### src/rtl/ssq_pkg.sv
// Shared types, constants, microcode and helper functions for the sine-squared series block.
package ssq_pkg;

    // Field and datapath widths.
    localparam int ANGLE_W    = 31;   // signed Q3.28 angle
    localparam int AX_W       = 31;   // magnitude of the angle, up to 2^30
    localparam int TOL_W      = 32;   // unsigned Q0.32 tolerance
    localparam int SUM_W      = 40;   // signed Q8.32 sum
    localparam int CNT_OUT_W  = 6;    // term count on the port
    localparam int MAG_W      = 40;   // term magnitude, Q8.32, saturating
    localparam int X2_W       = 37;   // x squared in Q5.32
    localparam int Q4_W       = 39;   // 4 * x squared
    localparam int ACC_W      = 79;   // full product of magnitude and 4 * x squared
    localparam int MLO_W      = 20;   // low slice of the multiplier operand
    localparam int P_W        = 47;   // product scaled down by 2^32
    localparam int DVD_W      = 48;   // rounded dividend
    localparam int D_W        = 14;   // divisor (2n+1)(2n+2)
    localparam int DIV_DIGIT  = 8;    // quotient bits per divider step
    localparam int DIV_STEPS  = DVD_W / DIV_DIGIT;
    localparam int K_W        = $clog2(DIV_STEPS);
    localparam int NIDX_W     = 6;    // term index width seen by the divisor function

    localparam int MAX_TERMS_DEF = 32;
    localparam logic [TOL_W-1:0] TOL_RESET = 32'd4295;

    // Microcode fields.
    localparam int OP_W  = 4;
    localparam int CND_W = 3;
    localparam int PC_W  = 4;

    localparam logic [OP_W-1:0] OP_NOP      = 4'd0;
    localparam logic [OP_W-1:0] OP_LOAD     = 4'd1;
    localparam logic [OP_W-1:0] OP_SQUARE   = 4'd2;
    localparam logic [OP_W-1:0] OP_INIT     = 4'd3;
    localparam logic [OP_W-1:0] OP_ACCUM    = 4'd4;
    localparam logic [OP_W-1:0] OP_TEST     = 4'd5;
    localparam logic [OP_W-1:0] OP_MUL_LO   = 4'd6;
    localparam logic [OP_W-1:0] OP_MUL_HI   = 4'd7;
    localparam logic [OP_W-1:0] OP_DIV_INIT = 4'd8;
    localparam logic [OP_W-1:0] OP_DIV_STEP = 4'd9;
    localparam logic [OP_W-1:0] OP_DIV_DONE = 4'd10;
    localparam logic [OP_W-1:0] OP_EMIT     = 4'd11;

    localparam logic [CND_W-1:0] C_NEVER    = 3'd0;
    localparam logic [CND_W-1:0] C_ALWAYS   = 3'd1;
    localparam logic [CND_W-1:0] C_NO_REQ   = 3'd2;
    localparam logic [CND_W-1:0] C_STOP     = 3'd3;
    localparam logic [CND_W-1:0] C_DIV_MORE = 3'd4;
    localparam logic [CND_W-1:0] C_OUT_BUSY = 3'd5;

    // Program steps.
    localparam logic [PC_W-1:0] S_WAIT     = 4'd0;
    localparam logic [PC_W-1:0] S_SQUARE   = 4'd1;
    localparam logic [PC_W-1:0] S_INIT     = 4'd2;
    localparam logic [PC_W-1:0] S_ACCUM    = 4'd3;
    localparam logic [PC_W-1:0] S_TEST     = 4'd4;
    localparam logic [PC_W-1:0] S_MUL_LO   = 4'd5;
    localparam logic [PC_W-1:0] S_MUL_HI   = 4'd6;
    localparam logic [PC_W-1:0] S_DIV_INIT = 4'd7;
    localparam logic [PC_W-1:0] S_DIV_STEP = 4'd8;
    localparam logic [PC_W-1:0] S_DIV_DONE = 4'd9;
    localparam logic [PC_W-1:0] S_EMIT     = 4'd10;
    localparam logic [PC_W-1:0] S_RETURN   = 4'd11;

    typedef struct packed {
        logic [OP_W-1:0]  op;
        logic [CND_W-1:0] cond;
        logic [PC_W-1:0]  target;
    } t_uword;

    typedef struct packed {
        logic stop;      // current term ends the series
        logic div_last;  // divider is on its final digit step
    } t_status;

    // The control program: a jump is taken when the condition holds, else the next step follows.
    function automatic t_uword f_ucode(input logic [PC_W-1:0] pc);
        t_uword uw;
        unique case (pc)
            S_WAIT:     uw = '{OP_LOAD,     C_NO_REQ,   S_WAIT};
            S_SQUARE:   uw = '{OP_SQUARE,   C_NEVER,    S_WAIT};
            S_INIT:     uw = '{OP_INIT,     C_NEVER,    S_WAIT};
            S_ACCUM:    uw = '{OP_ACCUM,    C_NEVER,    S_WAIT};
            S_TEST:     uw = '{OP_TEST,     C_STOP,     S_EMIT};
            S_MUL_LO:   uw = '{OP_MUL_LO,   C_NEVER,    S_WAIT};
            S_MUL_HI:   uw = '{OP_MUL_HI,   C_NEVER,    S_WAIT};
            S_DIV_INIT: uw = '{OP_DIV_INIT, C_NEVER,    S_WAIT};
            S_DIV_STEP: uw = '{OP_DIV_STEP, C_DIV_MORE, S_DIV_STEP};
            S_DIV_DONE: uw = '{OP_DIV_DONE, C_ALWAYS,   S_ACCUM};
            S_EMIT:     uw = '{OP_EMIT,     C_OUT_BUSY, S_EMIT};
            S_RETURN:   uw = '{OP_NOP,      C_ALWAYS,   S_WAIT};
            default:    uw = '{OP_NOP,      C_ALWAYS,   S_WAIT};
        endcase
        return uw;
    endfunction

    // Divisor (2n+1)(2n+2) for term n.
    function automatic logic [D_W-1:0] f_divisor(input logic [NIDX_W-1:0] n);
        logic [NIDX_W:0]   a;
        logic [NIDX_W+1:0] b;
        a = {n, 1'b1};
        b = {1'b0, n, 1'b0} + 8'd2;
        return D_W'(a * b);
    endfunction

endpackage

### src/rtl/ssq_seq.sv
// Microcode sequencer: step counter, control table lookup and conditional jumps.
module ssq_seq (
    input  logic                        i_clk,
    input  logic                        i_rst_n,
    input  logic                        i_req,
    input  logic                        i_out_free,
    input  ssq_pkg::t_status            i_status,
    output logic [ssq_pkg::OP_W-1:0]    o_op
);

    logic [ssq_pkg::PC_W-1:0] r_pc;
    logic [ssq_pkg::PC_W-1:0] n_pc;
    ssq_pkg::t_uword          w_uw;
    logic                     w_take;

    assign w_uw = ssq_pkg::f_ucode(r_pc);
    assign o_op = w_uw.op;

    always_comb begin
        unique case (w_uw.cond)
            ssq_pkg::C_NEVER:    w_take = 1'b0;
            ssq_pkg::C_ALWAYS:   w_take = 1'b1;
            ssq_pkg::C_NO_REQ:   w_take = !i_req;
            ssq_pkg::C_STOP:     w_take = i_status.stop;
            ssq_pkg::C_DIV_MORE: w_take = !i_status.div_last;
            ssq_pkg::C_OUT_BUSY: w_take = !i_out_free;
            default:             w_take = 1'b1;
        endcase
        n_pc = w_take ? w_uw.target : r_pc + 1'b1;
    end

    always_ff @(posedge i_clk) begin
        if (!i_rst_n) begin
            r_pc <= ssq_pkg::S_WAIT;
        end else begin
            r_pc <= n_pc;
        end
    end

endmodule

### config.mk
export PLATFORM = sky130hd
export DESIGN_NAME = ssq_seq
export DESIGN_NICKNAME = d
export VERILOG_FILES = /design/src/rtl/ssq_pkg.sv /design/src/rtl/ssq_seq.sv
export SDC_FILE = /design/constraint.sdc
export NUM_CORES = 1
export LEC_CHECK = 0
export BUFFER_PORTS_ARGS = -buffer_cell sky130_fd_sc_hd__buf_2
export CORE_UTILIZATION = 55
export DETAILED_ROUTE_END_ITERATION = 8
export GPL_TIMING_DRIVEN = 0
export PLACE_DENSITY = 0.8
export RECOVER_POWER = 100
export SLEW_MARGIN = 20
export SYNTH_ARGS = -nofsm -noshare
export SYNTH_HDL_FRONTEND = slang
export SYNTH_SLANG_ARGS = --single-unit
### constraint.sdc
create_clock -name i_clk -period 3.45 [get_ports i_clk]
set_input_delay 0.69 -clock i_clk [delete_from_list [all_inputs] [get_ports i_clk]]
set_output_delay 0.69 -clock i_clk [all_outputs]
set_load 0.005 [all_outputs]
==> impl_metrics.tcl, run 1 <==
set metrics [dict create \
    cpPeakStageDelay_ns 0.46 \
    yosysSeqAreaShare_pct 35.3 \
    hold_viol_final 0 \
    fin_hold_ws_ns 0.513 \
    cts_buffers 3 \
    layout_worst_path_cycle_share_pct 84.4 \
    cts-root-buf "clkbuf_4" \
    synthArstFlopShare_pct 0 \
    crit_fanout 10 \
    gp_congestion 0.806 \
    hold_path_end "r_pc[0]$_SDFF_PN0_" \
    grt_pass1_wl_um 2040 \
    cp_data_required_time_ns 3.62 \
    synth.most_common_cell "dfxtp_1" \
    cts_tree "yes" \
    ys_warn_count 0 \
    ant_nets 0 \
    finalMaxSlewViolations 0 \
    fin_util_pct 65.9 \
    yosysTopAreaCellShare_pct 35.3 \
    vias 621 \
    dp_slack_ns 0.599 \
    critical_path_class "in2reg" \
    die_h_um 40.0 \
    r2r-end "w_uw[1]$_DFF_P_" \
    relSlewSlack_pct 65.0 \
    io_buffers 9 \
    cts_resized 0 \
    synth.distinct_cells 33 \
    syn_inst 86 \
    hold_path.class "reg2reg" \
    placed_cells 110 \
    syn_area_per_cell_um2 9.22 \
    ys_ff_latch 14 \
    whs_path_depth 2 \
    cts_sinks 14 \
    crit_chain "buf_2 > nand2b_1 > a21o_1 > o21ai_0 > clkbuf_1 > mux2i_1 > inv_1 > ha_1 > and4_1 > or3_1" \
    r2r_slack_ns 0.72 \
    viasPerCell 5.45 \
    grtUsageTotal_pct 20.1 \
    wirelength_um 1360 \
    clock.fmax_ghz 0.343 \
    dp_hpwl_um 1040 \
    reg2reg_from "w_uw[5]$_SDFF_PN0_" \
    powerDensity_nw_per_um2 427 \
    fin_ws_ns 0.539 \
    synth-edff-count 0 \
    n_fill_cell 108 \
    hold_buffers 0 \
    die_area_um2 1600 \
    ios 10 \
    drtIter0Drc 14 \
    synth.top_cells.by_count "dfxtp_1, nand2_1, ha_1, nand2b_1" \
    grt_start_max_net_pins 11 \
    drive_above_1_share_pct 20.2 \
    r2r_cells 9 \
    cts_buffer_depth 2 \
    critPathCaptureType "flop" \
    cts_max_level 1 \
    arrival_ns 3.08 \
    rsz0062_at_grt "no" \
    crit_path_start "i_req" \
    first_pass_iters 4 \
    rows 13 \
    grt_overflow_total 0 \
    avgRoutedWirePerCell_um 11.9 \
    holdCritStartpoint "w_uw[0]$_SDFF_PP0_" \
    antenna_found_initial 0 \
    n_antenna_cell 0 \
    leakagePower_nw 0.394 \
    nNetsFinal 111 \
    clk_pin_slew_worst_paths_ns 0.08 \
    yosysTopAreaCell "dfxtp_1" \
    crit_slowest_cell "mux2i_1" \
    crit_path_start_kind "primary input" \
    syn2layout_area_growth_pct 9.46 \
    status "completed" \
    initial_core_util_pct 60.2 \
    syn-num-nets 97 \
    post_cts_buffers 0 \
    drc_errors 0 \
    worst_pin_slew_ns 0.524 \
    ir_worst_vdd_v 0.000306 \
    finalSetupViolations 0 \
    max-cap-violations 0 \
    clk_latency_ns 0.28 \
    setup_tns_ns 0 \
    instances_no_fill 114 \
    ys_top_cells_by_area "dfxtp_1, ha_1, nand2_1" \
    period_needed_ns 2.91 \
    die_w_um 40.0 \
    synthFlopType "dfxtp_1" \
    synth.cell_area_um2 793 \
    grt_pass1_vias 508 \
    skew_ns 0.00691 \
    core_area_um2 1320 \
]
-- kinds of logic (layout without fill, tap and decap cells) --
family          Yosys count  count (layout)  share of synthesized area (%)
mux                       6               6                           9.46
fa+ha+maj                 5               5                           7.89
xor+xnor                  4               4                           4.42
compound gates           11              11                           10.3
buf+inv                   9              22                           7.25
flops                    14              14                           35.3
simple gates             37              37                           25.4
-- area by class of cell --
class                   instances  area, um^2  area share [%]
plain buffers                   7        42.5            4.90
well taps                      15        18.8            2.16
multi-input cells              63         439            50.6
clock buffers                   4        36.3            4.18
repair buffers                  9        43.8            5.04
inverters                       2        7.51           0.865
flip-flops and latches         14         280            32.3
-- registers in the layout, summed over array words and instances, names as in the netlist --
register  cells
w_uw         10
r_pc          4
-- worst max path at each step --
stage | depth (start not counted) | endpoint
6_report | 10 | w_uw[1]$_DFF_P_
5_1_grt | 11 | w_uw[1]$_DFF_P_
4_1_cts | 10 | w_uw[1]$_DFF_P_
3_5_place_dp | 10 | w_uw[1]$_DFF_P_
3_3_place_gp | 10 | w_uw[1]$_DFF_P_
2_1_floorplan | 9 | w_uw[1]$_DFF_P_
-- stage by stage --
| step | total power, mW | instance area, um^2 |
|---|---|---|
| after CTS | 0.381 | 893 |
| after global placement | 0.265 | 857 |
| after detailed placement | 0.266 | 857 |
| after global routing | 0.392 | 868 |
| after floorplan | 0.247 | 793 |
| final | 0.371 | 868 |
-- power by group --
group	leakage [nW]	switching [mW]	total, mW	internal [mW]
registers	0.114	0.00767	0.181	0.174
logic	0.259	0.0371	0.0734	0.0363
clock network	0.0210	0.0522	0.116	0.0642
-- layer usage --
layer | track usage [%] | vias to the layer above | routed length (um)
met5 | 0 | - | 0
met4 | 10.3 | 0 | 29
met3 | 5.00 | 5 | 59
met2 | 33.9 | 12 | 627
met1 | 23.2 | 288 | 642
li1 | - | 316 | -
-- worst max-delay path: cells and delay by family --
kind	cells	cell delay [ns]
compound gates	2	0.31
mux	1	0.46
fa+ha+maj	1	0.35
buf+inv	3	0.66
simple gates	3	0.61
-- placed cells by master (no fill, tap or decap), types with 3 or more instances in the layout --
| cell | instances |
|---|---|
| buf_2 | 9 |
| clkbuf_1 | 3 |
| clkbuf_4 | 7 |
| dfxtp_1 | 14 |
| ha_1 | 5 |
| mux2i_1 | 4 |
| nand2_1 | 12 |
| nand2b_1 | 5 |
| nor2_1 | 4 |
| nor2b_1 | 3 |
| xor2_1 | 3 |
Note: power is estimated with default switching activity, not from simulation.
==> inputs of run 2 (changes only) <==
--- a/config.mk
+++ b/config.mk
@@ -6,10 +6,10 @@
 export NUM_CORES = 1
 export LEC_CHECK = 0
 export BUFFER_PORTS_ARGS = -buffer_cell sky130_fd_sc_hd__buf_2
-export CORE_UTILIZATION = 55
+export CORE_UTILIZATION = 49
 export DETAILED_ROUTE_END_ITERATION = 8
 export GPL_TIMING_DRIVEN = 0
-export PLACE_DENSITY = 0.8
+export PLACE_DENSITY = 0.76
 export RECOVER_POWER = 100
 export SLEW_MARGIN = 20
 export SYNTH_ARGS = -nofsm -noshare
==> constraint.sdc (replaced) <==
create_clock -name i_clk -period 2.5 [get_ports i_clk]
set_input_delay 0.5 -clock i_clk [delete_from_list [all_inputs] [get_ports i_clk]]
set_output_delay 0.5 -clock i_clk [all_outputs]
set_load 0.005 [all_outputs]
==> impl_metrics.tcl, run 2 (synthesis results as in run 1) <==
set metrics [dict create \
    status "completed" \
    p_seq_share_pct 47.4 \
    powerDensity_nw_per_um2 600 \
    die_h_um 42.2 \
    layout_common_cells "dfxtp_1, nand2_1, buf_2, clkbuf_4" \
    cts_buffers 3 \
    worst_pin_slew_ns 0.512 \
    hold_viol_final 0 \
    rsz0062_at_grt "no" \
    leakagePower_nw 0.399 \
    fin_hold_ws_ns 0.543 \
    antenna_found_initial 0 \
    dp_hpwl_um 1080 \
    cts_tree "yes" \
    clk_latency_ns 0.29 \
    grt_start_max_net_pins 11 \
    arrival_ns 2.51 \
    drive_above_1_share_pct 23.2 \
    ir_worst_vdd_v 0.000291 \
    gp_congestion 0.819 \
    power_mw 0.529 \
    grt_overflow_total 0 \
    clk_pin_slew_worst_paths_ns 0.09 \
    layout_worst_path_cycle_share_pct 93.1 \
    crit_path_end "w_uw[1]$_DFF_P_" \
    skew_ns 0.00608 \
    first_pass_iters 4 \
    r2r_slack_ns 0.17 \
    max-cap-violations 0 \
    crit_chain "nand2b_1 > a21o_1 > o21ai_2 > buf_6 > mux2i_1 > inv_1 > ha_1 > and4_1 > or3_1" \
    clock.fmax_ghz 0.430 \
    crit_buf_inv 2 \
    die_area_um2 1780 \
    grtUsageTotal_pct 18.3 \
    cts-root-buf "clkbuf_4" \
    grt_pass1_wl_um 2390 \
    final_common_cell "dfxtp_1" \
    cp_data_required_time_ns 2.68 \
    r2r-end "w_uw[1]$_DFF_P_" \
    finalSetupViolations 0 \
    wirelength_um 1470 \
    critical_path_class "reg2reg" \
    drtIter0Drc 3 \
    cts_sinks 14 \
    crit_path_start_kind "flop" \
    cpPeakStageDelay_ns 0.37 \
    p_switching_mw 0.145 \
    cts_resized 0 \
    nNetsFinal 111 \
    crit_fanout 10 \
    die_w_um 42.2 \
    fin_ws_ns 0.172 \
    critPathCaptureType "flop" \
    initial_core_util_pct 52.7 \
    viasPerCell 5.41 \
    syn2layout_area_growth_pct 11.0 \
    cts_max_level 1 \
    pwr-share-clk_pct 32.2 \
    avgRoutedWirePerCell_um 12.8 \
    swShare_pct 27.4 \
    io_buffers 9 \
    grt_pass1_vias 549 \
    reg2reg_from "w_uw[5]$_SDFF_PN0_" \
    crit_family "simple AND/OR/NAND/NOR gates" \
    largest_reg_flops 10 \
    vias 622 \
    ant_nets 0 \
    dp_slack_ns -0.168 \
    r2r_cells 9 \
    hold_path.class "reg2reg" \
    finalMaxSlewViolations 0 \
    relSlewSlack_pct 65.8 \
    post_cts_buffers 0 \
    cp.depth 9 \
    pwr-share-comb_pct 20.4 \
    rows 14 \
    crit_path_start "w_uw[5]$_SDFF_PN0_" \
    ios 10 \
    n_fill_cell 139 \
    intPower_mw 0.384 \
    hold_buffers 0 \
    cts_buffer_depth 2 \
    fin_util_pct 58.5 \
    period_needed_ns 2.33 \
    core_area_um2 1510 \
    crit_slowest_cell "dfxtp_1" \
    drc_errors 0 \
    n_antenna_cell 0 \
]
[run 2: cell count changes in the layout (fill, tap and decap cells not counted)]
cell / before / now
o21ai_0: 1 / 0
buf_4: 0 / 1
o21ai_2: 0 / 1
mux2_2: 1 / 2
clkbuf_4: 7 / 6
mux2_1: 1 / 0
clkbuf_1: 3 / 2
buf_6: 0 / 1
[run 2: how the worst min path moves through the flow]
| stage | startpoint | end | depth (start not counted) |
|---|---|---|---|
| finish | w_uw[0]$_SDFF_PP0_ | r_pc[0]$_SDFF_PN0_ | 2 |
| global route | w_uw[0]$_SDFF_PP0_ | r_pc[0]$_SDFF_PN0_ | 2 |
| CTS | w_uw[0]$_SDFF_PP0_ | r_pc[0]$_SDFF_PN0_ | 2 |
| detailed placement | w_uw[0]$_SDFF_PP0_ | r_pc[0]$_SDFF_PN0_ | 2 |
| global placement | w_uw[0]$_SDFF_PP0_ | r_pc[0]$_SDFF_PN0_ | 2 |
| floorplan | w_uw[0]$_SDFF_PP0_ | r_pc[0]$_SDFF_PN0_ | 2 |
[run 2: worst min-delay path, stage by stage (launching register included)]
cell and delay, ns:
dfxtp_1 0.34, nand2_1 0.09, mux2i_1 0.07
[run 2: cell type report]
class	count	area, um^2	area share [%]
multi-input combinational	63	443	50.3
sequential	14	280	31.8
buffer	7	50.0	5.68
timing repair buffer	9	43.8	4.97
clock buffer	4	36.3	4.12
tap	16	20.0	2.27
inverter	2	7.51	0.852
[run 2: per-layer routing]
metal  track usage (%)  vias up  share of wire, %
met4              7.50        0               2.1
met5                 0        -                 0
met1              21.4      283                44
li1                  -      312                 -
met2              30.2       22                47
met3              6.47        5               6.1
[run 2: through the flow]
step                      TNS [ns]  std cells  instance area (um^2)
final                            0        115                   881
after CTS                        0        115                   895
after global placement      -0.106        111                   858
after detailed placement    -0.168        111                   858
after global routing             0        115                   881
after floorplan                  0         86                   793
[run 2: power by group through the flow]
stage                     Clock [mW]  Combinational (mW)  Sequential, mW
after global routing           0.190               0.118           0.252
after floorplan                    0              0.0864           0.254
final                          0.170               0.108           0.250
after global placement             0               0.109           0.255
after CTS                      0.172               0.112           0.250
after detailed placement           0               0.111           0.256
